File: config.mk
export PLATFORM = sky130hd
export DESIGN_NAME = crash_loop_detector_top
export DESIGN_NICKNAME = d
export VERILOG_FILES = /design/src/cld_pkg.sv /design/src/crash_loop_detector_top.sv /design/src/cld_ram.sv /design/src/cld_ctrl.sv /design/src/cld_datapath.sv
export SDC_FILE = /design/constraint.sdc
export NUM_CORES = 1
export LEC_CHECK = 0
export BUFFER_PORTS_ARGS = -buffer_cell sky130_fd_sc_hd__buf_2
export CORE_ASPECT_RATIO = 1.75
export CORE_MARGIN = 1
export CORE_UTILIZATION = 56
export CTS_CLUSTER_DIAMETER = 150
export DETAILED_ROUTE_END_ITERATION = 6
export GPL_TIMING_DRIVEN = 0
export PLACE_DENSITY_LB_ADDON = 0.1
export SKIP_LAST_GASP = 1
export SLEW_MARGIN = 0
export SYNTH_ARGS = -nofsm -noshare
export SYNTH_HDL_FRONTEND = slang
export SYNTH_HIERARCHICAL = 1
export SYNTH_SLANG_ARGS = --single-unit
File: constraint.sdc
create_clock -name clk -period 12.6 [get_ports clk]
set_input_delay 0.63 -clock clk [delete_from_list [all_inputs] [get_ports clk]]
set_output_delay 0.63 -clock clk [all_outputs]
set_load 0.01 [all_outputs]
File: src/cld_pkg.sv
// shared types and constants of the crash-loop detector
package cld_pkg;

  // event actions; codes six and seven are unused and fall to default arms
  typedef enum logic [2:0] {
    ACT_CHECK    = 3'd0,
    ACT_RECORD   = 3'd1,
    ACT_STARTUP  = 3'd2,
    ACT_SHUTDOWN = 3'd3,
    ACT_EXIT     = 3'd4,
    ACT_QUERY    = 3'd5
  } action_t;

  // result status codes
  localparam logic [1:0] STATUS_NONE     = 2'd0;
  localparam logic [1:0] STATUS_DETECTED = 2'd1;
  localparam logic [1:0] STATUS_ACTIVE   = 2'd2;

  // configuration register indexes
  localparam logic [1:0] REG_WINDOW     = 2'd0;
  localparam logic [1:0] REG_THRESHOLD  = 2'd1;
  localparam logic [1:0] REG_MIN_UPTIME = 2'd2;

  // configuration reset values
  localparam logic [31:0] WINDOW_RESET     = 32'd300;
  localparam logic [3:0]  THRESHOLD_RESET  = 4'd3;
  localparam logic [31:0] MIN_UPTIME_RESET = 32'd60;

  // field widths
  localparam int TIME_W  = 32;
  localparam int CODE_W  = 32;
  localparam int PHASE_W = 4;
  localparam int REC_W   = TIME_W + CODE_W + PHASE_W;

  // controller states
  typedef enum logic [1:0] {
    ST_IDLE,
    ST_SCAN,
    ST_FINISH
  } state_t;

  // controller to datapath
  typedef struct packed {
    logic accept;
    logic scan;
    logic finish;
  } ctrl_cmd_t;

  // datapath to controller
  typedef struct packed {
    logic scan_done;
  } dp_status_t;

endpackage

File: src/crash_loop_detector_top.sv
// top level of the crash-loop detector
// one event at a time: accept, then a scan state that reads one stored record a cycle from the
// registered ring port and drains the last read, then a finish state that waits while an earlier
// result beat is stalled; a check on an empty ring or in safe mode, or any other event, scans no record
// result beat registered in the finish state and held until taken
// synchronous active-high reset: empty history, safe mode off, no startup, default registers
module crash_loop_detector_top #(
  parameter int HISTORY_DEPTH = 8
) (
  input  logic        clk,
  input  logic        rst,
  input  logic        cfg_write,
  input  logic [1:0]  cfg_index,
  input  logic [31:0] cfg_data,
  input  logic        in_valid,
  output logic        in_stall,
  input  logic [2:0]  action,
  input  logic [31:0] now_seconds,
  input  logic [31:0] exit_status,
  input  logic [3:0]  boot_phase,
  output logic        out_valid,
  input  logic        out_stall,
  output logic [1:0]  status,
  output logic        safe_mode,
  output logic [3:0]  recent_count
);
  import cld_pkg::*;

  ctrl_cmd_t  cmd;
  dp_status_t dp_status;

  // sequencing
  cld_ctrl u_ctrl (
    .clk       (clk),
    .rst       (rst),
    .in_valid  (in_valid),
    .in_stall  (in_stall),
    .out_valid (out_valid),
    .out_stall (out_stall),
    .cmd       (cmd),
    .dp_status (dp_status)
  );

  // registers, ring and scan
  cld_datapath #(
    .HISTORY_DEPTH (HISTORY_DEPTH)
  ) u_datapath (
    .clk           (clk),
    .rst           (rst),
    .cfg_write     (cfg_write),
    .cfg_index     (cfg_index),
    .cfg_data      (cfg_data),
    .action        (action),
    .now_seconds   (now_seconds),
    .exit_status   (exit_status),
    .boot_phase    (boot_phase),
    .cmd           (cmd),
    .dp_status     (dp_status),
    .status        (status),
    .safe_mode     (safe_mode),
    .recent_count  (recent_count)
  );

endmodule

File: src/cld_ram.sv
// generic single write port ram with registered read
module cld_ram #(
  parameter int WIDTH = 8,
  parameter int DEPTH = 8,
  parameter int AW    = (DEPTH > 1) ? $clog2(DEPTH) : 1
) (
  input  logic             clk,
  input  logic             we,
  input  logic [AW-1:0]    waddr,
  input  logic [WIDTH-1:0] wdata,
  input  logic [AW-1:0]    raddr,
  output logic [WIDTH-1:0] rdata
);

  logic [WIDTH-1:0] mem [DEPTH];

  // write port
  always_ff @(posedge clk) begin
    if (we) begin
      mem[waddr] <= wdata;
    end
  end

  // registered read port
  always_ff @(posedge clk) begin
    rdata <= mem[raddr];
  end

endmodule

File: src/cld_ctrl.sv
// controller state machine of the crash-loop detector
module cld_ctrl (
  input  logic                clk,
  input  logic                rst,
  input  logic                in_valid,
  output logic                in_stall,
  output logic                out_valid,
  input  logic                out_stall,
  output cld_pkg::ctrl_cmd_t  cmd,
  input  cld_pkg::dp_status_t dp_status
);
  import cld_pkg::*;

  state_t state;
  state_t state_next;
  logic   out_valid_next;

  // state and output valid registers
  always_ff @(posedge clk) begin
    if (rst) begin
      state     <= ST_IDLE;
      out_valid <= 1'b0;
    end else begin
      state     <= state_next;
      out_valid <= out_valid_next;
    end
  end

  // next state and commands
  always_comb begin
    state_next = state;
    cmd        = '0;
    in_stall   = 1'b1;
    unique case (state)
      ST_IDLE: begin
        in_stall = 1'b0;
        if (in_valid) begin
          cmd.accept = 1'b1;
          state_next = ST_SCAN;
        end
      end
      ST_SCAN: begin
        cmd.scan = 1'b1;
        if (dp_status.scan_done) begin
          state_next = ST_FINISH;
        end
      end
      ST_FINISH: begin
        // wait for the output slot to free up
        if (!out_valid || !out_stall) begin
          cmd.finish = 1'b1;
          state_next = ST_IDLE;
        end
      end
      default: state_next = ST_IDLE;
    endcase
  end

  // output beat held until taken
  always_comb begin
    if (cmd.finish) begin
      out_valid_next = 1'b1;
    end else if (out_valid && !out_stall) begin
      out_valid_next = 1'b0;
    end else begin
      out_valid_next = out_valid;
    end
  end

endmodule

File: src/cld_datapath.sv
// datapath of the crash-loop detector: registers, history ring and scan counter
module cld_datapath #(
  parameter int HISTORY_DEPTH = 8
) (
  input  logic                         clk,
  input  logic                         rst,
  input  logic                         cfg_write,
  input  logic [1:0]                   cfg_index,
  input  logic [31:0]                  cfg_data,
  input  logic [2:0]                   action,
  input  logic [cld_pkg::TIME_W-1:0]   now_seconds,
  input  logic [cld_pkg::CODE_W-1:0]   exit_status,
  input  logic [cld_pkg::PHASE_W-1:0]  boot_phase,
  input  cld_pkg::ctrl_cmd_t           cmd,
  output cld_pkg::dp_status_t          dp_status,
  output logic [1:0]                   status,
  output logic                         safe_mode,
  output logic [3:0]                   recent_count
);
  import cld_pkg::*;

  localparam int AW   = (HISTORY_DEPTH > 1) ? $clog2(HISTORY_DEPTH) : 1;
  localparam int CW   = $clog2(HISTORY_DEPTH + 1);
  localparam int CMPW = (CW > 4) ? CW : 4;

  // configuration
  logic [31:0] window_seconds;
  logic [3:0]  loop_threshold;
  logic [31:0] min_uptime_seconds;

  // latched event
  action_t             cur_action;
  logic [TIME_W-1:0]   cur_now;
  logic [CODE_W-1:0]   cur_code;
  logic [PHASE_W-1:0]  cur_phase;

  // detector state
  logic [AW-1:0]       write_pointer;
  logic [AW-1:0]       write_pointer_next;
  logic [CW-1:0]       fill_count;
  logic [CW-1:0]       fill_count_next;
  logic                safe_mode_flag;
  logic                safe_mode_next;
  logic [TIME_W-1:0]   startup_time;

  // scan
  logic [CW-1:0]       scan_idx;
  logic                scan_pend;
  logic [CW-1:0]       scan_cnt;
  logic                scan_active;
  logic                scan_issue;
  logic                scan_hit;
  logic [REC_W-1:0]    rec_rdata;
  logic [TIME_W-1:0]   rec_time;

  // result
  logic [1:0]          status_next;
  logic [3:0]          recent_next;
  logic [CMPW-1:0]     cnt_ext;
  logic                ram_we;
  logic                uptime_ok;

  // configuration registers
  always_ff @(posedge clk) begin
    if (rst) begin
      window_seconds     <= WINDOW_RESET;
      loop_threshold     <= THRESHOLD_RESET;
      min_uptime_seconds <= MIN_UPTIME_RESET;
    end else if (cfg_write) begin
      case (cfg_index)
        REG_WINDOW:     window_seconds     <= cfg_data;
        REG_THRESHOLD:  loop_threshold     <= cfg_data[3:0];
        REG_MIN_UPTIME: min_uptime_seconds <= cfg_data;
        default: ;
      endcase
    end
  end

  // event latch
  always_ff @(posedge clk) begin
    if (cmd.accept) begin
      cur_action <= action_t'(action);
      cur_now    <= now_seconds;
      cur_code   <= exit_status;
      cur_phase  <= boot_phase;
    end
  end

  // history ring: time, code and phase of each crash
  assign ram_we = cmd.finish && (cur_action == ACT_RECORD);

  cld_ram #(
    .WIDTH (REC_W),
    .DEPTH (HISTORY_DEPTH)
  ) u_ring (
    .clk   (clk),
    .we    (ram_we),
    .waddr (write_pointer),
    .wdata ({cur_now, cur_code, cur_phase}),
    .raddr (scan_idx[AW-1:0]),
    .rdata (rec_rdata)
  );

  assign rec_time = rec_rdata[REC_W-1 -: TIME_W];

  // scan one stored record a cycle
  assign scan_active = (cur_action == ACT_CHECK) && !safe_mode_flag;
  assign scan_issue  = cmd.scan && scan_active && (scan_idx != fill_count);
  assign scan_hit    = scan_pend && (cur_now >= rec_time) &&
                       ((cur_now - rec_time) <= window_seconds);
  assign dp_status.scan_done = !scan_active || ((scan_idx == fill_count) && !scan_pend);

  always_ff @(posedge clk) begin
    if (rst) begin
      scan_pend <= 1'b0;
    end else if (cmd.accept) begin
      scan_pend <= 1'b0;
    end else begin
      scan_pend <= scan_issue;
    end
  end

  always_ff @(posedge clk) begin
    if (cmd.accept) begin
      scan_idx <= '0;
      scan_cnt <= '0;
    end else begin
      if (scan_issue) begin
        scan_idx <= scan_idx + 1'b1;
      end
      if (scan_hit) begin
        scan_cnt <= scan_cnt + 1'b1;
      end
    end
  end

  // event effect and result
  assign cnt_ext   = CMPW'(scan_cnt);
  assign uptime_ok = (startup_time != '0) && (cur_now >= startup_time) &&
                     ((cur_now - startup_time) >= min_uptime_seconds);

  always_comb begin
    write_pointer_next = write_pointer;
    fill_count_next    = fill_count;
    safe_mode_next     = safe_mode_flag;
    status_next        = STATUS_NONE;
    recent_next        = 4'd0;
    case (cur_action)
      ACT_CHECK: begin
        if (safe_mode_flag) begin
          status_next = STATUS_ACTIVE;
        end else begin
          if (cnt_ext >= CMPW'(loop_threshold)) begin
            safe_mode_next = 1'b1;
            status_next    = STATUS_DETECTED;
          end
          // count saturates at fifteen on deep rings
          recent_next = (cnt_ext > CMPW'(15)) ? 4'hF : cnt_ext[3:0];
        end
      end
      ACT_RECORD: begin
        write_pointer_next = (write_pointer == AW'(HISTORY_DEPTH - 1)) ? '0
                                                                      : write_pointer + 1'b1;
        if (fill_count != CW'(HISTORY_DEPTH)) begin
          fill_count_next = fill_count + 1'b1;
        end
      end
      ACT_SHUTDOWN: begin
        if (uptime_ok) begin
          write_pointer_next = '0;
          fill_count_next    = '0;
          safe_mode_next     = 1'b0;
        end
      end
      ACT_EXIT: begin
        if (safe_mode_flag) begin
          write_pointer_next = '0;
          fill_count_next    = '0;
          safe_mode_next     = 1'b0;
        end
      end
      default: ;
    endcase
  end

  // detector state registers
  always_ff @(posedge clk) begin
    if (rst) begin
      write_pointer  <= '0;
      fill_count     <= '0;
      safe_mode_flag <= 1'b0;
      startup_time   <= '0;
    end else if (cmd.finish) begin
      write_pointer  <= write_pointer_next;
      fill_count     <= fill_count_next;
      safe_mode_flag <= safe_mode_next;
      if (cur_action == ACT_STARTUP) begin
        startup_time <= cur_now;
      end
    end
  end

  // output beat payload
  always_ff @(posedge clk) begin
    if (cmd.finish) begin
      status       <= status_next;
      safe_mode    <= safe_mode_next;
      recent_count <= recent_next;
    end
  end

endmodule

==> results of run 1 <==
state kept, by name, indices dropped and copies added (netlist names), 4 cells and up:
name	flops
u_datapath/scan_idx	4
u_datapath/startup_time	32
u_datapath/cur_now	32
u_datapath/window_seconds	32
u_datapath/recent_count	4
u_datapath/min_uptime_seconds	32
u_datapath/fill_count	4
u_datapath/u_ring/rdata	32
u_datapath/cnt_ext	4
u_datapath/loop_threshold	4
u_datapath/u_ring/mem	256
worst max-delay path by stage:
stage	slack, ns	endpoint
2_1_floorplan	7.73	u_datapath/cnt_ext[0]
3_3_place_gp	6.00	u_datapath/u_ring/mem[0][38]
4_1_cts	6.19	u_datapath/fill_count[3]
6_report	6.22	u_datapath/fill_count[3]
3_5_place_dp	6.20	u_datapath/fill_count[3]
5_1_grt	6.00	u_datapath/fill_count[3]
power groups by stage:
stage	clock network, mW	registers [mW]	logic, mW
after floorplan	0	1.64	0.206
after CTS	1.33	1.63	0.290
after global placement	0	1.66	0.279
final	1.31	1.63	0.291
after detailed placement	0	1.66	0.288
after global routing	1.38	1.63	0.327
per-layer routing:
metal,track usage (%),wire length (microns),up-vias
li1,-,-,6821
met1,30.46,19710,6982
met2,50.78,27640,388
met3,3.427,2199,116
met4,11.76,2192,0
met5,0,0,-
cell type report:
type | count | area [sq um] | share of cell area [%]
Buffer | 69 | 331.6 | 1.373
Clock buffer | 53 | 1132 | 4.689
Clock inverter | 22 | 277.8 | 1.150
Inverter | 149 | 559.3 | 2.316
Multi-Input combinational cell | 1129 | 8626 | 35.72
Sequential cell | 450 | 11990 | 49.66
Tap cell | 480 | 600.6 | 2.487
Timing Repair Buffer | 96 | 629.4 | 2.606
metrics by stage:
step / hold WS (ns) / power (mW) / worst slack (ns) / cells / area [sq um]
after floorplan: 0.4363 / 1.849 / 7.731 / 1797 / 21450
after global placement: 0.4439 / 1.936 / 6.000 / 2359 / 22460
after detailed placement: 0.4463 / 1.946 / 6.199 / 2373 / 22740
after CTS: 0.2248 / 3.249 / 6.192 / 2448 / 24150
after global routing: 0.2297 / 3.337 / 6.003 / 2448 / 24150
final: 0.2494 / 3.224 / 6.222 / 2448 / 24150
worst max-delay path: cells and delay by family (launching register included):
kind | cells | cell delay, ns
AOI/OAI and AO/OA | 10 | 3.16
DFF | 1 | 0.61
adders and majority gates | 3 | 0.98
and+or+nand+nor | 6 | 1.34
buffers and inverters | 1 | 0.19
==> results.toml, run 1 <==
[status]
status = "finished clean"

[synth]
syn-instance-count = 1797
synthesis.area_sq_mm = 0.02145
synth.net_count = 2047
yosysWarningCount = 6
avgSynthCellArea_sq_um = 11.93

[timing]
setup_tns_ns = 0
hold_viol = 0
worst_clock_skew_ns = 0.01102
rsz0062_at_grt = "false"
worst_slew_pin_slew_ns = 1.352
max_freq_mhz = 156.8
relSlewSlack_pct = 9.639
min_period_ns = 6.378
slew_viol_final = 0
setup_violations = 0
fin_crit_sh_pct = 50.62

[drt]
viasPerCell = 5.844
drt_iter0_markers = 919
ant_nets = 0
drtPass1Iterations = 5
wl_per_cell_microns = 21.14
vias = 14310
drc = 0
routed_wl_microns = 51740

[setup_path]
slowest_delay_ns = 0.61
crit_start = "u_datapath/cur_now[0]"
required_ns = 13.07
crit_fanout = 10
worstSetupStartpointType = "flip-flop"
worstPathArrival_ns = 6.85
path_cells = "inv_1, ha_1, fa_1, nand2b_1, a211oi_1, o21ai_0, a21boi_0, o311a_1, o21ai_0, nand3_1, o311ai_0, ha_1, nand3_1, nor3_1, nand2_1, a2111oi_1, o21ai_1, a221o_1, or4_1, a21oi_1"
crit_type = "reg -> reg"
rr_worst_depth = 20
cp_slowest_cell = "edfxtp_1"
r2r_slack_ns = 6.22
endpoint_kind = "flip-flop"
r2r-start = "u_datapath/cur_now[0]"
r2r_end = "u_datapath/fill_count[3]"

[cells_and_area]
nets = 2186
finalCoreUtilization_pct = 64.16
fill_cells = 2925
syn2layout_area_growth_pct = 12.60
diodes = 0
layout_common_cells = "edfxtp_1 (298), nand2_1 (230), a21oi_1 (171)"
final_common_cell = "edfxtp_1"
drive_gt1_share_pct = 15.24

[power_and_ir_drop]
power.density_mw_per_mm2 = 133.5
cellLeakagePower_nw = 8.771
sequentialPowerShare_pct = 50.4
switchingPower_mw = 0.7460
ir_worst_vdd_uv = 120.7
netSwitchingFraction_pct = 23.14
power_frac_comb_pct = 9.0
pwr-share-clk_pct = 40.5
power.internal_mw = 2.478

[min_path]
hp-start = "action[1]"
hp-class = "in -> reg"
hold_end = "u_datapath/cur_action[1]"
min_path_cells = 1

[global_route]
grt_pass1_vias = 14760
grt-ovfl-total = 0
grt_first_pass_wirelength_microns = 79250
grt_max_degree = 27
gr-usage-all-layers_pct = 27.16
antenna_found_initial = 0

[cts]
post_cts_buffers = 0
numCtsBuffers = 41
clk_pin_slew_ns = 0.07
cts_sinks = 450
htreeDepth = 2
hold_buffers = 0
clk-insertion-delay-late_ns = 0.55
ctsLongestPathBuffers = 3
ctsResizeCount = 0
cts-root-buf = "clkbuf_16"
cts_tree = "yes"

[floorplanning]
rows = 94
start_util_pct = 56.98
boundaryPins = 119
die_height_microns = 260.9
die_x_microns = 149.9
design.die.area_sq_mm = 0.03911
core_area_sq_mm = 0.03764

[job]
cap_violations = 0

[placed_design]
hpwl_microns = 38240
gp_congestion = 0.9221
place.port_buffers = 82
No activity file was read; power rests on OpenSTA's default activity.
==> run 2: changes to the inputs <==
--- a/config.mk
+++ b/config.mk
@@ -5,6 +5,7 @@
 export SDC_FILE = /design/constraint.sdc
 export NUM_CORES = 1
 export LEC_CHECK = 0
+export ABC_AREA = 1
 export BUFFER_PORTS_ARGS = -buffer_cell sky130_fd_sc_hd__buf_2
 export CORE_ASPECT_RATIO = 1.75
 export CORE_MARGIN = 1
==> constraint.sdc (replaced) <==
create_clock -name clk -period 6.4 [get_ports clk]
set_input_delay 0.32 -clock clk [delete_from_list [all_inputs] [get_ports clk]]
set_output_delay 0.32 -clock clk [all_outputs]
set_load 0.01 [all_outputs]
==> results.toml, run 2 <==
[setup_path]
worstPathArrival_ns = 5.29
crit_fanout = 9
endpoint_kind = "flip-flop"
worstSetupStartpointType = "flip-flop"
required_ns = 6.73
crit_type = "reg -> reg"

[power_and_ir_drop]
sequentialPowerShare_pct = 49.2
power.density_mw_per_mm2 = 247.8
power.internal_mw = 4.904
power.total_mw = 6.522
ir_worst_vdd_uv = 209.4
pwr-share-clk_pct = 40.2
switchingPower_mw = 1.618
netSwitchingFraction_pct = 24.80
cellLeakagePower_nw = 11.75
power_frac_comb_pct = 10.5

[global_route]
grt_pass1_vias = 18690
grt_max_degree = 30
gr-usage-all-layers_pct = 30.95
grt-ovfl-total = 0
grt_first_pass_wirelength_microns = 98240
antenna_found_initial = 0

[cts]
clk_pin_slew_ns = 0.07
clk-insertion-delay-late_ns = 0.57
cts-root-buf = "clkbuf_16"
numCtsBuffers = 43
cts_sinks = 450
ctsLongestPathBuffers = 3
cts_tree = "yes"
htreeDepth = 2
post_cts_buffers = 0

[timing]
hold_ws_ns = 0.01584
setup_violations = 0
min_period_ns = 4.956
rsz0062_at_grt = "false"
relSlewSlack_pct = 12.65
setup_tns_ns = 0
max_freq_mhz = 201.8
hold_viol = 0
fin_crit_sh_pct = 77.44
worst_slew_pin_slew_ns = 1.299
slew_viol_final = 0
worst_clock_skew_ns = 0.01702

[synth]
synthesis.area_sq_mm = 0.02315
syn-instance-count = 2670
yosysWarningCount = 6
synth.net_count = 2920
avgSynthCellArea_sq_um = 8.672

[min_path]
hp-class = "in -> reg"

[cells_and_area]
drive_gt1_share_pct = 9.937
nets = 3093
finalCoreUtilization_pct = 64.47
top_register = "u_datapath/u_ring/mem"
final_common_cell = "nand2_1"
syn2layout_area_growth_pct = 13.69
layout_common_cells = "nand2_1 (632), inv_1 (496), edfxtp_1 (298)"
final_cell_area_sq_mm = 0.02632
largest_register_ffs = 256
diodes = 0

[drt]
wl_per_cell_microns = 18.53
drtPass1Iterations = 5
viasPerCell = 5.332
ant_nets = 0
drt_iter0_markers = 1073
routed_wl_microns = 63530
drc = 0
vias = 18280

[floorplanning]
design.die.area_sq_mm = 0.04219
rows = 98
start_util_pct = 56.70
core_area_sq_mm = 0.04083
boundaryPins = 119
die_height_microns = 271.0
die_x_microns = 155.7

[placed_design]
hpwl_microns = 48440
gp_congestion = 0.9813
place.port_buffers = 82
post_dp_cell_area_sq_mm = 0.02449

[job]
cap_violations = 0

[status]
status = "finished clean"
==> run 2: final timing paths <==
path / slack (ns) / endpoint / start / cells past startpoint
hold / removal: 0.02 / u_datapath/loop_threshold[0] / cfg_data[0] / 3
setup reg to reg: 1.44 / u_datapath/safe_mode / u_datapath/cur_now[0] / 24
setup / recovery: 1.44 / u_datapath/safe_mode / u_datapath/cur_now[0] / 24
hold reg to reg: 0.46 / u_datapath/min_uptime_seconds[11] / u_datapath/min_uptime_seconds[11] / 2
==> run 2: layout make-up <==
cell class | instances | area (sq um)
Buffer | 98 | 470.5
Clock buffer | 54 | 1200
Clock inverter | 26 | 261.5
Fill cell | 3428 | 14510
Inverter | 512 | 1927
Multi-Input combinational cell | 1610 | 8825
Sequential cell | 450 | 11990
Tap cell | 550 | 688.2
Timing Repair Buffer | 128 | 960.9
==> run 2: worst max-delay path, cell delays in order, from the launching register on <==
cell and delay (ns):
edfxtp_1 0.55, inv_1 0.15, ha_1 0.26, fa_1 0.41
inv_1 0.07, nand3_1 0.08, nand2_2 0.12, a21oi_2 0.08
o21ai_2 0.26, a21oi_1 0.21, o21ai_0 0.55, xor2_1 0.20
inv_1 0.07, ha_1 0.27, nand2_1 0.06, nor2_1 0.13
nor3b_1 0.40, and3_1 0.22, nand2_1 0.05, nand2_1 0.10
nand2_2 0.10, nand2_4 0.14, nand2_1 0.06, o21ai_1 0.10
inv_1 0.07
==> run 2: stage by stage <==
step	std cells	setup WS, ns
2_1_floorplan	2670	2.735
3_5_place_dp	3311	1.405
5_1_grt	3428	1.121
3_3_place_gp	3302	1.403
6_report	3428	1.444
4_1_cts	3428	1.391
==> run 2: timing repair <==
item	in CTS	in global routing
endpoints found under the setup margin	0	0
gates resized for setup	0	0
hold endpoints to repair	38	0
hold buffers	37	0
==> run 2: power by group through the flow <==
stage / Combinational [mW] / Sequential (mW) / Clock (mW)
2_1_floorplan: 0.452 / 3.24 / 0
3_3_place_gp: 0.638 / 3.27 / 0
3_5_place_dp: 0.660 / 3.27 / 0
4_1_cts: 0.682 / 3.21 / 2.65
5_1_grt: 0.771 / 3.22 / 2.75
6_report: 0.687 / 3.21 / 2.62
==> run 2: routing by layer <==
| metal | GRT usage (%) | wire (microns) | part of all wire [%] | vias to the layer above |
|---|---|---|---|---|
| li1 | - | - | - | 8998 |
| met1 | 32.01 | 23060 | 36 | 8653 |
| met2 | 59.18 | 34480 | 54 | 461 |
| met3 | 2.755 | 2015 | 3.2 | 166 |
| met4 | 18.76 | 3976 | 6.3 | 0 |
| met5 | 0 | 0 | 0 | - |
==> run 3: changes to the inputs <==
==> constraint.sdc (replaced) <==
create_clock -name clk -period 4.4 [get_ports clk]
set_input_delay 0.22 -clock clk [delete_from_list [all_inputs] [get_ports clk]]
set_output_delay 0.22 -clock clk [all_outputs]
set_load 0.01 [all_outputs]
==> results.toml, run 3 (synthesized netlist as in run 2, its figures left out) <==
[status]
status = "finished clean"

[drt]
routed_wl_microns = 64710
drc = 0
drt_iter0_markers = 1176
ant_nets = 0
wl_per_cell_microns = 18.46
vias = 18590
viasPerCell = 5.305
drtPass1Iterations = 5

[timing]
setup_violations = 0
fin_crit_sh_pct = 95.71
worst_slew_pin_slew_ns = 1.401
rsz0062_at_grt = "true"
max_freq_mhz = 237.5
slew_viol_final = 0
relSlewSlack_pct = 5.831
setup_tns_ns = 0
setup_slack_ns = 0.1888
worst_clock_skew_ns = 0.01504
min_period_ns = 4.211
hold_viol = 0
hold_ws_ns = 0.02801

[setup_path]
timing.critical_path.mode_cell = "nand2_1"
worstSetupStartpointType = "flip-flop"
crit_family = "simple AND/OR/NAND/NOR gates"
crit_fanout = 11
endpoint_kind = "flip-flop"
crit_type = "reg -> reg"
required_ns = 4.85
worstPathArrival_ns = 4.67
cp_slowest_cell = "o311ai_1"
cp_num_buf_inv = 2
slowest_delay_ns = 0.70
path_cells = "ha_1, nand2_1, nor2_1, inv_1, o311ai_1, xor2_1, ha_1, nand2_1, o21ai_0, nand2_1, o211ai_1, a21oi_1, nand2_1, nand2_2, nand2_4, buf_4, nand3_4, nand2_1, nand2_1, nor2_2"

[power_and_ir_drop]
power.internal_mw = 7.192
power.total_mw = 9.580
switchingPower_mw = 2.388
power_frac_comb_pct = 11.7
power.density_mw_per_mm2 = 353.1
pwr-share-clk_pct = 39.9
ir_worst_vdd_uv = 305.2
cellLeakagePower_nw = 12.13
sequentialPowerShare_pct = 48.4
netSwitchingFraction_pct = 24.92

[floorplanning]
die_height_microns = 271.0
boundaryPins = 119
die_x_microns = 155.7
design.die.area_sq_mm = 0.04219
rows = 98
core_area_sq_mm = 0.04083
start_util_pct = 56.70

[placed_design]
place.port_buffers = 82
place_worst_setup_slack_ns = -0.5948
gp_congestion = 0.9813
hpwl_microns = 48440
post_dp_cell_area_sq_mm = 0.02449

[cts]
clk_pin_slew_ns = 0.06
cts_tree = "yes"
htreeDepth = 2
cts-root-buf = "clkbuf_16"
clk-insertion-delay-late_ns = 0.57
cts_sinks = 450
ctsLongestPathBuffers = 3
numCtsBuffers = 43

[global_route]
gr-usage-all-layers_pct = 31.29
grt-ovfl-total = 0
grt_first_pass_wirelength_microns = 99330
grt_max_degree = 30
antenna_found_initial = 0
grt_pass1_vias = 18850

[min_path]
hp-class = "in -> reg"

[cells_and_area]
final_cell_area_sq_mm = 0.02713
multi_input_area_sq_mm = 0.008976
fill_cells = 3341
nets = 3170
largest_register_ffs = 256
layout_common_cells = "nand2_1 (630), inv_1 (495), edfxtp_1 (298)"
seqCellArea_sq_mm = 0.01199
final_common_cell = "nand2_1"
drive_gt1_share_pct = 11.98
diodes = 0
top_register = "u_datapath/u_ring/mem"
syn2layout_area_growth_pct = 17.19

[job]
cap_violations = 0
[run 3: final cells by class]
class | instances | area share [%]
flip-flops and latches | 450 | 44.19
multi-input cells | 1610 | 33.08
inverters | 512 | 7.101
repair buffers | 205 | 5.967
clock buffers | 54 | 4.422
well taps | 550 | 2.536
plain buffers | 98 | 1.734
clock inverters | 26 | 0.9638
[run 3: final timing paths]
kind | from | end | slack [ns] | cells past startpoint
setup / recovery | u_datapath/cur_now[21] | u_datapath/fill_count[1] | 0.19 | 20
hold / removal | rst | u_datapath/fill_count[1] | 0.03 | 2
setup reg to reg | u_datapath/cur_now[21] | u_datapath/fill_count[1] | 0.19 | 20
hold reg to reg | u_datapath/loop_threshold[2] | u_datapath/loop_threshold[2] | 0.47 | 2
[run 3: metal layers]
metal,up-vias,share of wire [%],GRT usage [%]
met5,-,0,0
met4,0,6.5,19.20
met3,180,3.4,2.835
met2,485,54,59.66
met1,8765,36,32.40
li1,9163,-,-
[run 3: stage by stage]
| step | utilization, % | cells |
|---|---|---|
| after CTS | 65.60 | 3476 |
| after global routing | 66.45 | 3505 |
| after floorplan | - | 2670 |
| final | 66.45 | 3505 |
| after global placement | 59.40 | 3302 |
| after detailed placement | 59.98 | 3311 |
[run 3: repair_timing]
| item | in CTS | in global routing |
|---|---|---|
| buffers inserted | 16 | 29 |
| hold buffers | 69 | 0 |
| endpoints found under the setup margin | 13 | 13 |
| endpoints found under the hold margin | 96 | 0 |
| gates resized for setup | 10 | 28 |
| pin swaps | 0 | 6 |
[run 3: power groups by stage]
stage	combinational [mW]	sequential, mW	clock, mW
finish	1.12	4.64	3.82
global route	1.25	4.65	4.00
CTS	1.05	4.65	3.86
detailed placement	0.961	4.76	0
global placement	0.928	4.76	0
floorplan	0.657	4.72	0
